==> src/sv/gfba_pkg.sv <==
// ---------------------------------------------------------------------------
// gfba_pkg: shared types for the grouped free-block allocator
// Command, status, phase and back-end state codes used by front and back.
// ---------------------------------------------------------------------------
package gfba_pkg;

	// width of every block number and data field on the ports
	localparam int FIELD_W = 24;

	// input action codes
	localparam logic [1:0] ACT_ALLOC  = 2'd0;
	localparam logic [1:0] ACT_FREE   = 2'd1;
	localparam logic [1:0] ACT_REFILL = 2'd2;

	// classified command held in the queue
	typedef enum logic [1:0] {
		OP_ALLOC,
		OP_FREE,
		OP_REFILL
	} op_t;

	typedef struct packed {
		op_t                op;
		logic [FIELD_W-1:0] blk;
		logic [FIELD_W-1:0] word;
	} cmd_t;

	// result status codes
	typedef enum logic [2:0] {
		ST_GRANTED = 3'd0,
		ST_NOSPACE = 3'd1,
		ST_SPILL   = 3'd2,
		ST_FREED   = 3'd3,
		ST_REFILL  = 3'd4
	} status_t;

	typedef struct packed {
		status_t            status;
		logic [FIELD_W-1:0] blk;
		logic [FIELD_W-1:0] word;
		logic               need;
		logic               last;
	} result_t;

	// refill progress
	typedef enum logic [1:0] {
		PH_IDLE,
		PH_COUNT,
		PH_ENTRIES
	} phase_t;

	// back-end sequencer
	typedef enum logic [1:0] {
		BK_IDLE,
		BK_ALLOC_RD,
		BK_SPILL_RD,
		BK_SPILL_EMIT
	} bk_state_t;

endpackage

==> src/sv/grouped_free_block_allocator.sv <==
// ---------------------------------------------------------------------------
// grouped_free_block_allocator: chained free-list block allocator
// Front end queues decoded requests; back end works the on-chip stack.
// ---------------------------------------------------------------------------
// Free and refill words pass the command queue and output register and may
//   follow back to back while m_tready takes results; allocate also passes
//   the registered stack RAM read and holds the back end until it is done. A
//   spill run emits a header word, then each stack entry through the single RAM read port.
// Reset: clears the queue, stack count, refill state and output valid; the
//   stack RAM is not cleared and needs no clearing pass.
module grouped_free_block_allocator #(
	parameter int GROUP_SIZE        = 32,
	parameter int BLOCK_NUMBER_BITS = 24
) (
	input  logic        clk,
	input  logic        arst_n,
	input  logic        s_tvalid,
	output logic        s_tready,
	input  logic [47:0] s_tdata,   // block_number[23:0], loaded_word[47:24]
	input  logic [1:0]  s_tuser,   // action[1:0]
	output logic        m_tvalid,
	input  logic        m_tready,
	output logic [47:0] m_tdata,   // granted_block[23:0], spill_word[47:24]
	output logic [3:0]  m_tuser,   // status[2:0], refill_needed[3]
	output logic        m_tlast
);

	logic              cmd_valid;
	gfba_pkg::cmd_t    cmd;
	logic              cmd_pop;
	gfba_pkg::result_t res;

	gfba_front u_front (
		.clk       (clk),
		.arst_n    (arst_n),
		.in_valid  (s_tvalid),
		.in_ready  (s_tready),
		.in_action (s_tuser),
		.in_blk    (s_tdata[23:0]),
		.in_word   (s_tdata[47:24]),
		.cmd_valid (cmd_valid),
		.cmd       (cmd),
		.cmd_pop   (cmd_pop)
	);

	gfba_back #(
		.GROUP_SIZE        (GROUP_SIZE),
		.BLOCK_NUMBER_BITS (BLOCK_NUMBER_BITS)
	) u_back (
		.clk       (clk),
		.arst_n    (arst_n),
		.cmd_valid (cmd_valid),
		.cmd       (cmd),
		.cmd_pop   (cmd_pop),
		.res_valid (m_tvalid),
		.res       (res),
		.res_ready (m_tready)
	);

	// result word packing
	assign m_tdata = {res.word, res.blk};
	assign m_tuser = {res.need, res.status};
	assign m_tlast = res.last;

endmodule

==> src/sv/gfba_ram.sv <==
// ---------------------------------------------------------------------------
// gfba_ram: generic single-write, single-read RAM
// One write port, one read port with registered read data held when idle.
// ---------------------------------------------------------------------------
module gfba_ram #(
	parameter int WIDTH = 24,
	parameter int DEPTH = 32
) (
	input  logic                     clk,
	input  logic                     we,
	input  logic [$clog2(DEPTH)-1:0] waddr,
	input  logic [WIDTH-1:0]         wdata,
	input  logic                     re,
	input  logic [$clog2(DEPTH)-1:0] raddr,
	output logic [WIDTH-1:0]         rdata
);

	logic [WIDTH-1:0] mem_q [DEPTH];

	// write port
	always_ff @(posedge clk) begin
		if (we) begin
			mem_q[waddr] <= wdata;
		end
	end

	// registered read
	always_ff @(posedge clk) begin
		if (re) begin
			rdata <= mem_q[raddr];
		end
	end

endmodule

==> src/sv/gfba_front.sv <==
// ---------------------------------------------------------------------------
// gfba_front: input classification and command queue
// Accepts words, decodes the action, drops unknown codes and queues the
// rest in a two-entry FIFO for the back end.
// ---------------------------------------------------------------------------
module gfba_front (
	input  logic                          clk,
	input  logic                          arst_n,
	input  logic                          in_valid,
	output logic                          in_ready,
	input  logic [1:0]                    in_action,
	input  logic [gfba_pkg::FIELD_W-1:0]  in_blk,
	input  logic [gfba_pkg::FIELD_W-1:0]  in_word,
	output logic                          cmd_valid,
	output gfba_pkg::cmd_t                cmd,
	input  logic                          cmd_pop
);

	localparam int QDepth = 2;
	localparam int PtrW   = $clog2(QDepth);

	gfba_pkg::cmd_t     q_mem_q [QDepth];
	logic [PtrW-1:0]    wr_ptr_q;
	logic [PtrW-1:0]    rd_ptr_q;
	logic [PtrW:0]      fill_q;
	logic               known;
	gfba_pkg::op_t      op;
	logic               push;

	// decode action
	always_comb begin
		known = 1'b1;
		op    = gfba_pkg::OP_ALLOC;
		unique case (in_action)
			gfba_pkg::ACT_ALLOC:  op = gfba_pkg::OP_ALLOC;
			gfba_pkg::ACT_FREE:   op = gfba_pkg::OP_FREE;
			gfba_pkg::ACT_REFILL: op = gfba_pkg::OP_REFILL;
			default:              known = 1'b0;
		endcase
	end

	assign in_ready  = (fill_q != (PtrW+1)'(QDepth));
	assign push      = in_valid && in_ready && known;
	assign cmd_valid = (fill_q != '0);
	assign cmd       = q_mem_q[rd_ptr_q];

	// queue storage
	always_ff @(posedge clk) begin
		if (push) begin
			q_mem_q[wr_ptr_q] <= '{op: op, blk: in_blk, word: in_word};
		end
	end

	// queue pointers
	always_ff @(posedge clk or negedge arst_n) begin
		if (!arst_n) begin
			wr_ptr_q <= '0;
			rd_ptr_q <= '0;
			fill_q   <= '0;
		end else begin
			if (push) begin
				wr_ptr_q <= wr_ptr_q + 1'b1;
			end
			if (cmd_pop) begin
				rd_ptr_q <= rd_ptr_q + 1'b1;
			end
			if (push && !cmd_pop) begin
				fill_q <= fill_q + 1'b1;
			end else if (!push && cmd_pop) begin
				fill_q <= fill_q - 1'b1;
			end
		end
	end

endmodule

==> src/sv/gfba_back.sv <==
// ---------------------------------------------------------------------------
// gfba_back: stack execution engine
// Pops queued commands, runs push, pop, spill and refill on the stack RAM
// and holds one result word in an output register.
// ---------------------------------------------------------------------------
module gfba_back #(
	parameter int GROUP_SIZE        = 32,
	parameter int BLOCK_NUMBER_BITS = 24
) (
	input  logic              clk,
	input  logic              arst_n,
	input  logic              cmd_valid,
	input  gfba_pkg::cmd_t    cmd,
	output logic              cmd_pop,
	output logic              res_valid,
	output gfba_pkg::result_t res,
	input  logic              res_ready
);

	localparam int FW     = gfba_pkg::FIELD_W;
	localparam int EntryW = (BLOCK_NUMBER_BITS < FW) ? BLOCK_NUMBER_BITS : FW;
	localparam int CntW   = $clog2(GROUP_SIZE + 1);
	localparam int AddrW  = $clog2(GROUP_SIZE);

	gfba_pkg::bk_state_t state_q, state_d;
	gfba_pkg::phase_t    phase_q, phase_d;
	logic [CntW-1:0]     count_q, count_d;
	logic [CntW-1:0]     rf_idx_q, rf_idx_d;
	logic [CntW-1:0]     rf_total_q, rf_total_d;
	logic [CntW-1:0]     rf_idx_nx;
	logic [CntW-1:0]     rf_cnt;
	logic [AddrW-1:0]    sp_idx_q, sp_idx_d;
	logic [EntryW-1:0]   blk_q, blk_d;

	logic                out_valid_q;
	gfba_pkg::result_t   out_q;
	gfba_pkg::result_t   res_d;
	logic                out_load;
	logic                out_free;

	logic                ram_we;
	logic [AddrW-1:0]    ram_waddr;
	logic [EntryW-1:0]   ram_wdata;
	logic                ram_re;
	logic [AddrW-1:0]    ram_raddr;
	logic [EntryW-1:0]   ram_rdata;

	gfba_ram #(
		.WIDTH (EntryW),
		.DEPTH (GROUP_SIZE)
	) u_stack (
		.clk   (clk),
		.we    (ram_we),
		.waddr (ram_waddr),
		.wdata (ram_wdata),
		.re    (ram_re),
		.raddr (ram_raddr),
		.rdata (ram_rdata)
	);

	assign out_free  = !out_valid_q || res_ready;
	assign res_valid = out_valid_q;
	assign res       = out_q;
	assign rf_idx_nx = rf_idx_q + 1'b1;
	assign rf_cnt    = (cmd.word > FW'(GROUP_SIZE)) ? CntW'(GROUP_SIZE)
	                                                : cmd.word[CntW-1:0];

	// sequencer: next state, stack control and result word
	always_comb begin
		state_d    = state_q;
		phase_d    = phase_q;
		count_d    = count_q;
		rf_idx_d   = rf_idx_q;
		rf_total_d = rf_total_q;
		sp_idx_d   = sp_idx_q;
		blk_d      = blk_q;
		cmd_pop    = 1'b0;
		out_load   = 1'b0;
		res_d      = '{status: gfba_pkg::ST_NOSPACE, blk: '0, word: '0,
		               need: 1'b0, last: 1'b0};
		ram_we     = 1'b0;
		ram_waddr  = '0;
		ram_wdata  = '0;
		ram_re     = 1'b0;
		ram_raddr  = '0;

		unique case (state_q)
			gfba_pkg::BK_IDLE: begin
				if (cmd_valid && out_free) begin
					cmd_pop = 1'b1;
					unique case (cmd.op)
						gfba_pkg::OP_ALLOC: begin
							if (phase_q != gfba_pkg::PH_IDLE || count_q == '0) begin
								out_load = 1'b1;
							end else begin
								ram_re    = 1'b1;
								ram_raddr = AddrW'(count_q - 1'b1);
								count_d   = count_q - 1'b1;
								state_d   = gfba_pkg::BK_ALLOC_RD;
							end
						end
						gfba_pkg::OP_FREE: begin
							if (phase_q != gfba_pkg::PH_IDLE) begin
								out_load = 1'b1;
							end else if (count_q >= CntW'(GROUP_SIZE)) begin
								// full: header word, then every entry
								blk_d        = cmd.blk[EntryW-1:0];
								out_load     = 1'b1;
								res_d.status = gfba_pkg::ST_SPILL;
								res_d.blk    = FW'(cmd.blk[EntryW-1:0]);
								res_d.word   = FW'(count_q);
								sp_idx_d     = '0;
								state_d      = gfba_pkg::BK_SPILL_RD;
							end else begin
								ram_we       = 1'b1;
								ram_waddr    = count_q[AddrW-1:0];
								ram_wdata    = cmd.blk[EntryW-1:0];
								count_d      = count_q + 1'b1;
								out_load     = 1'b1;
								res_d.status = gfba_pkg::ST_FREED;
							end
						end
						gfba_pkg::OP_REFILL: begin
							unique case (phase_q)
								gfba_pkg::PH_COUNT: begin
									rf_total_d   = rf_cnt;
									rf_idx_d     = '0;
									out_load     = 1'b1;
									res_d.status = gfba_pkg::ST_REFILL;
									if (rf_cnt == '0) begin
										phase_d    = gfba_pkg::PH_IDLE;
										count_d    = '0;
										res_d.last = 1'b1;
									end else begin
										phase_d = gfba_pkg::PH_ENTRIES;
									end
								end
								gfba_pkg::PH_ENTRIES: begin
									ram_we       = 1'b1;
									ram_waddr    = rf_idx_q[AddrW-1:0];
									ram_wdata    = cmd.word[EntryW-1:0];
									rf_idx_d     = rf_idx_nx;
									out_load     = 1'b1;
									res_d.status = gfba_pkg::ST_REFILL;
									if (rf_idx_nx >= rf_total_q) begin
										count_d    = rf_total_q;
										phase_d    = gfba_pkg::PH_IDLE;
										res_d.last = 1'b1;
									end
								end
								default: begin
									// refill word with nothing pending: dropped
								end
							endcase
						end
						default: begin
						end
					endcase
				end
			end
			gfba_pkg::BK_ALLOC_RD: begin
				// output slot stays free since the command was popped
				out_load = 1'b1;
				state_d  = gfba_pkg::BK_IDLE;
				if (ram_rdata == '0) begin
					count_d = '0;
				end else begin
					res_d.status = gfba_pkg::ST_GRANTED;
					res_d.blk    = FW'(ram_rdata);
					if (count_q == '0) begin
						// popped block holds the next group
						res_d.need = 1'b1;
						phase_d    = gfba_pkg::PH_COUNT;
						rf_idx_d   = '0;
						rf_total_d = '0;
					end
				end
			end
			gfba_pkg::BK_SPILL_RD: begin
				ram_re    = 1'b1;
				ram_raddr = sp_idx_q;
				state_d   = gfba_pkg::BK_SPILL_EMIT;
			end
			gfba_pkg::BK_SPILL_EMIT: begin
				if (out_free) begin
					out_load     = 1'b1;
					res_d.status = gfba_pkg::ST_SPILL;
					res_d.blk    = FW'(blk_q);
					res_d.word   = FW'(ram_rdata);
					if (sp_idx_q == AddrW'(GROUP_SIZE - 1)) begin
						// run done: stack restarts with the freed block
						res_d.last = 1'b1;
						ram_we     = 1'b1;
						ram_waddr  = '0;
						ram_wdata  = blk_q;
						count_d    = CntW'(1);
						state_d    = gfba_pkg::BK_IDLE;
					end else begin
						sp_idx_d = sp_idx_q + 1'b1;
						state_d  = gfba_pkg::BK_SPILL_RD;
					end
				end
			end
			default: begin
				state_d = gfba_pkg::BK_IDLE;
			end
		endcase
	end

	// state register
	always_ff @(posedge clk or negedge arst_n) begin
		if (!arst_n) begin
			state_q <= gfba_pkg::BK_IDLE;
		end else begin
			state_q <= state_d;
		end
	end

	// control registers
	always_ff @(posedge clk or negedge arst_n) begin
		if (!arst_n) begin
			phase_q     <= gfba_pkg::PH_IDLE;
			count_q     <= '0;
			rf_idx_q    <= '0;
			rf_total_q  <= '0;
			sp_idx_q    <= '0;
			out_valid_q <= 1'b0;
		end else begin
			phase_q    <= phase_d;
			count_q    <= count_d;
			rf_idx_q   <= rf_idx_d;
			rf_total_q <= rf_total_d;
			sp_idx_q   <= sp_idx_d;
			if (out_load) begin
				out_valid_q <= 1'b1;
			end else if (res_ready) begin
				out_valid_q <= 1'b0;
			end
		end
	end

	// payload registers
	always_ff @(posedge clk) begin
		blk_q <= blk_d;
		if (out_load) begin
			out_q <= res_d;
		end
	end

`ifndef SYNTHESIS
	a_count_range: assert property (@(posedge clk) disable iff (!arst_n)
		count_q <= CntW'(GROUP_SIZE))
		else $error("stack count above group size");

	a_refill_empty: assert property (@(posedge clk) disable iff (!arst_n)
		phase_q != gfba_pkg::PH_IDLE |-> count_q == '0)
		else $error("stack not empty during refill");

	a_spill_full: assert property (@(posedge clk) disable iff (!arst_n)
		(state_q == gfba_pkg::BK_SPILL_RD || state_q == gfba_pkg::BK_SPILL_EMIT)
		|-> count_q == CntW'(GROUP_SIZE))
		else $error("spill run on a stack that is not full");

	a_no_overwrite: assert property (@(posedge clk) disable iff (!arst_n)
		out_load && out_valid_q |-> res_ready)
		else $error("result word overwritten before it was taken");

	a_alloc_done: assert property (@(posedge clk) disable iff (!arst_n)
		state_q == gfba_pkg::BK_ALLOC_RD |=> out_valid_q)
		else $error("allocate produced no result");
`endif

endmodule
==> config.mk <==
export PLATFORM = sky130hd
export DESIGN_NAME = grouped_free_block_allocator
export DESIGN_NICKNAME = d
export VERILOG_FILES = /design/src/sv/gfba_pkg.sv /design/src/sv/grouped_free_block_allocator.sv /design/src/sv/gfba_ram.sv /design/src/sv/gfba_front.sv /design/src/sv/gfba_back.sv
export SDC_FILE = /design/constraint.sdc
export NUM_CORES = 1
export LEC_CHECK = 0
export BUFFER_PORTS_ARGS = -buffer_cell sky130_fd_sc_hd__buf_2
export CORE_MARGIN = 1.5
export CORE_UTILIZATION = 35
export DETAILED_ROUTE_END_ITERATION = 8
export PLACE_DENSITY = 0.47
export SETUP_SLACK_MARGIN = 0.2
export SLEW_MARGIN = 20
export SYNTH_ARGS = -nofsm -noshare
export SYNTH_HDL_FRONTEND = slang
export SYNTH_HIERARCHICAL = 1
export SYNTH_SLANG_ARGS = --single-unit
==> constraint.sdc <==
create_clock -name clk -period 5.4 [get_ports clk]
set_input_delay 0.54 -clock clk [delete_from_list [all_inputs] [get_ports clk]]
set_output_delay 0.54 -clock clk [all_outputs]
set_load 0.005 [all_outputs]
## Word level (Yosys, flattened, before mapping)

Memory sizes are Yosys's and may differ from the RTL's. A register that Yosys moved wholly into a read port is not among the register bits.
Index checks and enable logic that the tools add are counted.

- Register bits: 109
- RAM bits: 868
- Bits of input ports: 54
- Output and inout bits: 55
- Memories: 2

- $add $sub $neg: 8
- Order comparisons: 3
- Equality and inequality tests: 34
- Multiplexer cells: 112
- Bitwise logic cells: 2
- Reduce and logical (&&, ||, !) cells: 33

Memory list:

| memory | words | width | rd ports | clocked after memory_dff | write ports | RTL line | RTL |
|---|---|---|---|---|---|---|---|
| u_back.u_stack.mem_q | 32 | 24 | 1 | 1 | 1 | gfba_ram.sv:18 | `logic [WIDTH-1:0] mem_q [DEPTH];` |
| u_front.q_mem_q | 2 | 50 | 1 | 0 | 1 | gfba_front.sv:22 | `gfba_pkg::cmd_t q_mem_q [QDepth];` |

Operators with widths:

| kind | count |
|---|---|
| $mux W24 | 6 |
| $pmux W24 S2 | 3 |
| $mux W51 | 2 |
| $mux W6 | 17 |
| $mux W48 | 2 |
| $pmux W27 S3 | 1 |
| $mux W5 | 14 |
| $mux W50 | 1 |
| $pmux W6 S2 | 4 |
| $pmux W6 S3 | 2 |
| $pmux W5 S2 | 3 |
| $mux W1 | 28 |
| $mux W2 | 14 |
| $mux W25 | 1 |
| $gt A24 B6 Y1 const B | 1 |
| $logic_not A24 Y1 | 1 |
| $reduce_and A6 Y1 | 3 |
| $pmux W2 S2 | 4 |
| $ne A3 B3 Y1 const B | 5 |
| $ne A2 B2 Y1 const B | 7 |
| $reduce_and A7 Y1 | 2 |
| $add A6 B1 Y6 const B | 2 |
| $logic_not A6 Y1 | 2 |
| $ne A2 B1 Y1 const B | 6 |
| other kinds (29) | 61 |

## Longest topological paths before layout

An unclocked memory read counts as a cell.

- Word-level depth: 9
- Gate-level depth with buffers: 15

## Modules after synthesis

The synthesis kept the hierarchy.

By module, submodules not included:

| module | times used | cells each | area each (µm²) |
|---|---|---|---|
| gfba_ram | 1 | 1711 | 30720.7 |
| gfba_back | 1 | 600 | 5957.0 |
| gfba_front | 1 | 178 | 4078.9 |

## Worst setup path before layout

No wires, ideal clock.

- Path type: register to register
- Start point: register u_front.rd_ptr_q
- End point: memory u_back.u_stack.mem_q[28][0] (enable)
- Setup time: 405 ps
- Arrival: 4141 ps
- Required time: 4995 ps
- Setup slack: 854 ps
- Cell stages (with the launch flop): 15
- Path buffers: 6
- Period minus slack after synthesis: 4546 ps
- Path through: dfrtp_1 buf_6 buf_12 mux2_4 inv_1 ha_1 clkbuf_1 and2_1 clkbuf_1 clkbuf_1 o211ai_1 a21oi_1 or3b_2 clkbuf_1 nor2_1

RTL lines:

| item | RTL line | RTL |
|---|---|---|
| start: declaration | gfba_front.sv:24 | `logic [PtrW-1:0] rd_ptr_q;` |
| start signal: assignment | gfba_front.sv:65 | `rd_ptr_q <= rd_ptr_q + 1'b1;` |
| end: declaration | gfba_ram.sv:18 |  |

## Worst setup path after layout

- Start point: register u_back.state_q[0]
- End point: register u_back.u_stack.rdata[23], read port of u_back.u_stack.mem_q, data pin

- Longest elaborated chain between the ends: 2

RTL lines:

| item | RTL line | RTL |
|---|---|---|
| start: declaration | gfba_back.sv:25 | `gfba_pkg::bk_state_t state_q, state_d;` |
| start signal: assignment | gfba_back.sv:213 | `state_q <= gfba_pkg::BK_IDLE;` |
| start signal: assignment | gfba_back.sv:215 | `state_q <= state_d;` |
| $eq A2 B2 Y1 / $logic_not A2 Y1 (equally long branches) | gfba_back.sv:87 | `unique case (state_q)` |
| $pmux W5 S2 (*) | gfba_back.sv:87 |  |
| named net u_back.ram_raddr[2] | gfba_back.sv:45 | `logic [AddrW-1:0] ram_raddr;` |
| end: declaration | gfba_ram.sv:15 | `output logic [WIDTH-1:0] rdata` |

Mark *: on every way through the listed nets, which the timed path passes. The rest lies on a longest branch.
A chain may end at the register's enable or synchronous reset.

==> impl_metrics.ini <==
[run_status]
outcome = finished, final reports clean

[cts]
clk_latency_ns = 0.71
tritoncts = built
clockRootBuffer = clkbuf_16
cts_made_buffers = 109
cts_max_level = 3
cts_num_sinks = 1001
clk_path_buf_depth = 3
clk_pin_slew_ns = 0.06

[timing]
maxSlewHeadroom_pct = 26.82
fin_tns_setup_ns = 0
fin_skew_ns = 0.02263
hold_viol_final = 0
fin_crit_sh_pct = 88.25
finalMaxSlewViolations = 0
setup_viol = 0
fin_crit_ns = 4.765
max_freq_mhz = 209.8
rsz0062_at_grt = false
worst_pin_slew_ns = 1.098

[critical_path]
crit_top_cell = buf_12
critPathRequiredTime_ns = 5.81
crit_path_cell_trace = inv_1 > ha_1 > and3_1 > nand4_1 > o21ai_0 > buf_4 > nor2b_4 > buf_12 > buf_12 > a22o_1 > nor3_1 > a31oi_1 > nand3_1
reg2reg_to = u_back/u_stack/rdata[23]$_DFFE_PP_
start_kind = flip-flop
slowest_delay_ns = 0.66
cp_data_arrival_time_ns = 5.18
ff2ff_path_depth = 13
critPathCaptureType = flip-flop
r2r_start = u_back/state_q[0]$_DFFE_PN0P_
critical_path_class = reg -> reg
crit_slowest_cell = nor2b_4
rrSetupSlack_ns = 0.63
cp_max_fo = 29

[final_layout]
layout.nets = 2780
syn_to_final_growth_pct = 16.49
layout_commonest_cell = edfxtp_1
layout_common_cells = edfxtp_1 (969), mux2i_1 (385), buf_4 (114)
drive_gt1_share_pct = 18.85
fillers = 10380
fin_util_pct = 40.97

[logic_synthesis]
synth-compound-area-share_pct = 6.478
yosys_warnings = 6
synthesis.area_sq_mm = 0.04076
async_reset_ff_share_pct = 3.197
synth_top_family_by_area = multiplexers
synth_simple_gate_area_share_pct = 5.317
avgSynthCellArea_sq_um = 16.37
syn_inst = 2489
syn_nets = 2566
synth_ff_type = edfxtp_1
ys_seq_elements = 1001
synth_mux_area_share_pct = 11.32
yosysUniqueCellTypes = 65
synth-edff-count = 969
seq_area_frac_synth_pct = 73.36
synth_xor_area_share_pct = 0.3223
yosys.area_share.adder_pct = 0.7061

[detailed_routing]
viasPerCell = 5.376
routed_wl_um = 117800
vias = 23200
wire_per_inst_um = 27.28
drt_iter0_drc = 2023
postRouteAntennaNets = 0
dr.pass1.iters = 7
drc = 0

[global_routing]
grt_remaining_overflow = 0
busiest_layer = met2
antenna_found_initial = 4
grt_pass1_wl_um = 168800
grt_use_met3_pct = 3.241
grt_pass1_vias = 23680
grtUsageMet1_pct = 27.16
grt_max_degree = 117
grt.total_usage_pct = 19.79
use_met2_pct = 32.70

[job]
drv_cap = 0

[floorplanning]
coreArea_sq_mm = 0.1159
io_pins = 109
row_count = 125
initial_core_util_pct = 35.17
design.die.area_sq_mm = 0.1185
fp.dieW_um = 344.2
die_y_um = 344.2

[placed_design]
numPortBuffers = 108
hpwl_um = 71060
routabilityCongestion = 0.8919

[power_and_ir_drop]
vdd.ir_drop.worst_mv = 0.2796
power_leakage_nw = 15.23
p_per_area_mw_per_mm2 = 449.8

[hold_path]
whs_path_depth = 1
hold_end = u_front/q_mem_q[0][20]$_DFFE_PP_
holdCritPathClass = in -> reg
min_from = s_tdata[44]
==> Yosys cell counts, types with 13 or more instances <==
| cell | count | area, sq um |
|---|---|---|
| buf_6 | 24 | 270.3 |
| edfxtp_1 | 969 | 29100 |
| a22o_1 | 52 | 455.4 |
| and2_1 | 21 | 131.4 |
| inv_1 | 28 | 105.1 |
| dfrtp_1 | 32 | 800.8 |
| mux2_4 | 49 | 735.7 |
| mux2i_1 | 385 | 3854 |
| buf_4 | 13 | 97.59 |
| a21oi_1 | 105 | 525.5 |
| nand3_1 | 91 | 455.4 |
| a222oi_1 | 24 | 240.2 |
| o21ai_0 | 25 | 125.1 |
| nand2_1 | 103 | 386.6 |
| buf_2 | 30 | 150.1 |
| a22oi_1 | 110 | 825.8 |
| clkbuf_1 | 71 | 266.5 |
| nor3_1 | 32 | 160.2 |
| ha_1 | 23 | 287.8 |
| nor2_1 | 137 | 514.2 |
| a31oi_1 | 29 | 181.4 |
==> cell type report <==
| type | count | area [sq um] | share of cell area (%) |
|---|---|---|---|
| Inverter | 28 | 105.1 | 0.2214 |
| Clock buffer | 126 | 2801 | 5.901 |
| Antenna cell | 1 | 2.502 | 0.005271 |
| Clock inverter | 73 | 747.0 | 1.573 |
| Tap cell | 1524 | 1907 | 4.016 |
| Multi-Input combinational cell | 1310 | 10180 | 21.43 |
| Sequential cell | 1001 | 29900 | 62.98 |
| Timing Repair Buffer | 253 | 1837 | 3.869 |
==> state kept, by name, indices dropped and copies added (netlist names), 5 cells and up <==
| register | flops |
|---|---|
| u_back/blk_q | 24 |
| u_back/count_q | 6 |
| u_back/res | 53 |
| u_back/rf_idx_q | 6 |
| u_back/rf_total_q | 6 |
| u_back/sp_idx_q | 5 |
| u_back/u_stack/mem_q | 768 |
| u_back/u_stack/rdata | 24 |
| u_front/q_mem_q | 100 |
==> worst max path at each step <==
| stage | start | to | slack (ns) | depth (start not counted) |
|---|---|---|---|---|
| floorplan | u_front/rd_ptr_q$_DFFE_PN0P_ | u_back/u_stack/mem_q[28][0]$_DFFE_PP_ | 0.85 | 14 |
| finish | u_back/state_q[0]$_DFFE_PN0P_ | u_back/u_stack/rdata[23]$_DFFE_PP_ | 0.63 | 13 |
| global placement | u_back/state_q[0]$_DFFE_PN0P_ | u_back/u_stack/rdata[22]$_DFFE_PP_ | 0.80 | 13 |
| CTS | u_back/state_q[0]$_DFFE_PN0P_ | u_back/u_stack/rdata[22]$_DFFE_PP_ | 0.64 | 13 |
| detailed placement | u_back/state_q[0]$_DFFE_PN0P_ | u_back/u_stack/rdata[22]$_DFFE_PP_ | 0.65 | 13 |
| global route | u_back/state_q[0]$_DFFE_PN0P_ | u_back/u_stack/rdata[22]$_DFFE_PP_ | 0.46 | 13 |
==> kinds of logic after synthesis <==
logic type               Yosys count
flip-flops                      1001
AND/OR/NAND/NOR                  457
multiplexers                     436
AO/OA/AOI/OAI                    379
buffers and inverters            178
adder cells (fa/ha/maj)           23
XOR/XNOR                          15
==> repair_timing <==
item                                   in CTS  in global routing
endpoints found under the hold margin      65                  0
gates resized for setup                     0                  0
setup endpoints to repair                   0                  0
buffers inserted                            0                  0
hold buffers                               18                  0
==> routing by layer <==
layer	up-vias	part of all wire, %
met5	-	0
met4	0	1.9
met3	135	5.4
met2	721	48
met1	12150	45
li1	10200	-
==> metrics by stage <==
stage / hold WS [ns] / power [mW] / cells / instance area, sq um / worst slack, ns
6_report: 0.03592 / 21.36 / 4316 / 47480 / 0.6347
5_1_grt: 0.01202 / 22.13 / 4315 / 47470 / 0.4578
4_1_cts: 0.0009643 / 21.51 / 4315 / 47460 / 0.6355
3_5_place_dp: 0.5085 / 14.07 / 4098 / 43730 / 0.6543
3_3_place_gp: 0.4777 / 14.05 / 4097 / 43700 / 0.8012
2_1_floorplan: 0.2444 / 12.39 / 2489 / 40760 / 0.8538
==> where the power goes <==
group          leakage, nW  total (mW)  internal [mW]  switching [mW]
clock                 1.74        7.41           4.33            3.08
combinational         4.27        4.20           1.52            2.67
sequential            9.22        9.75           9.23           0.513
==> critical path: cells and delay by family, from the launching register on <==
kind | cells | cell delay, ns
simple gates | 5 | 1.81
compound gates | 3 | 0.95
buf+inv | 4 | 0.75
fa+ha+maj | 1 | 0.45
flops | 1 | 0.43
No activity file was read; power rests on OpenSTA's default activity.
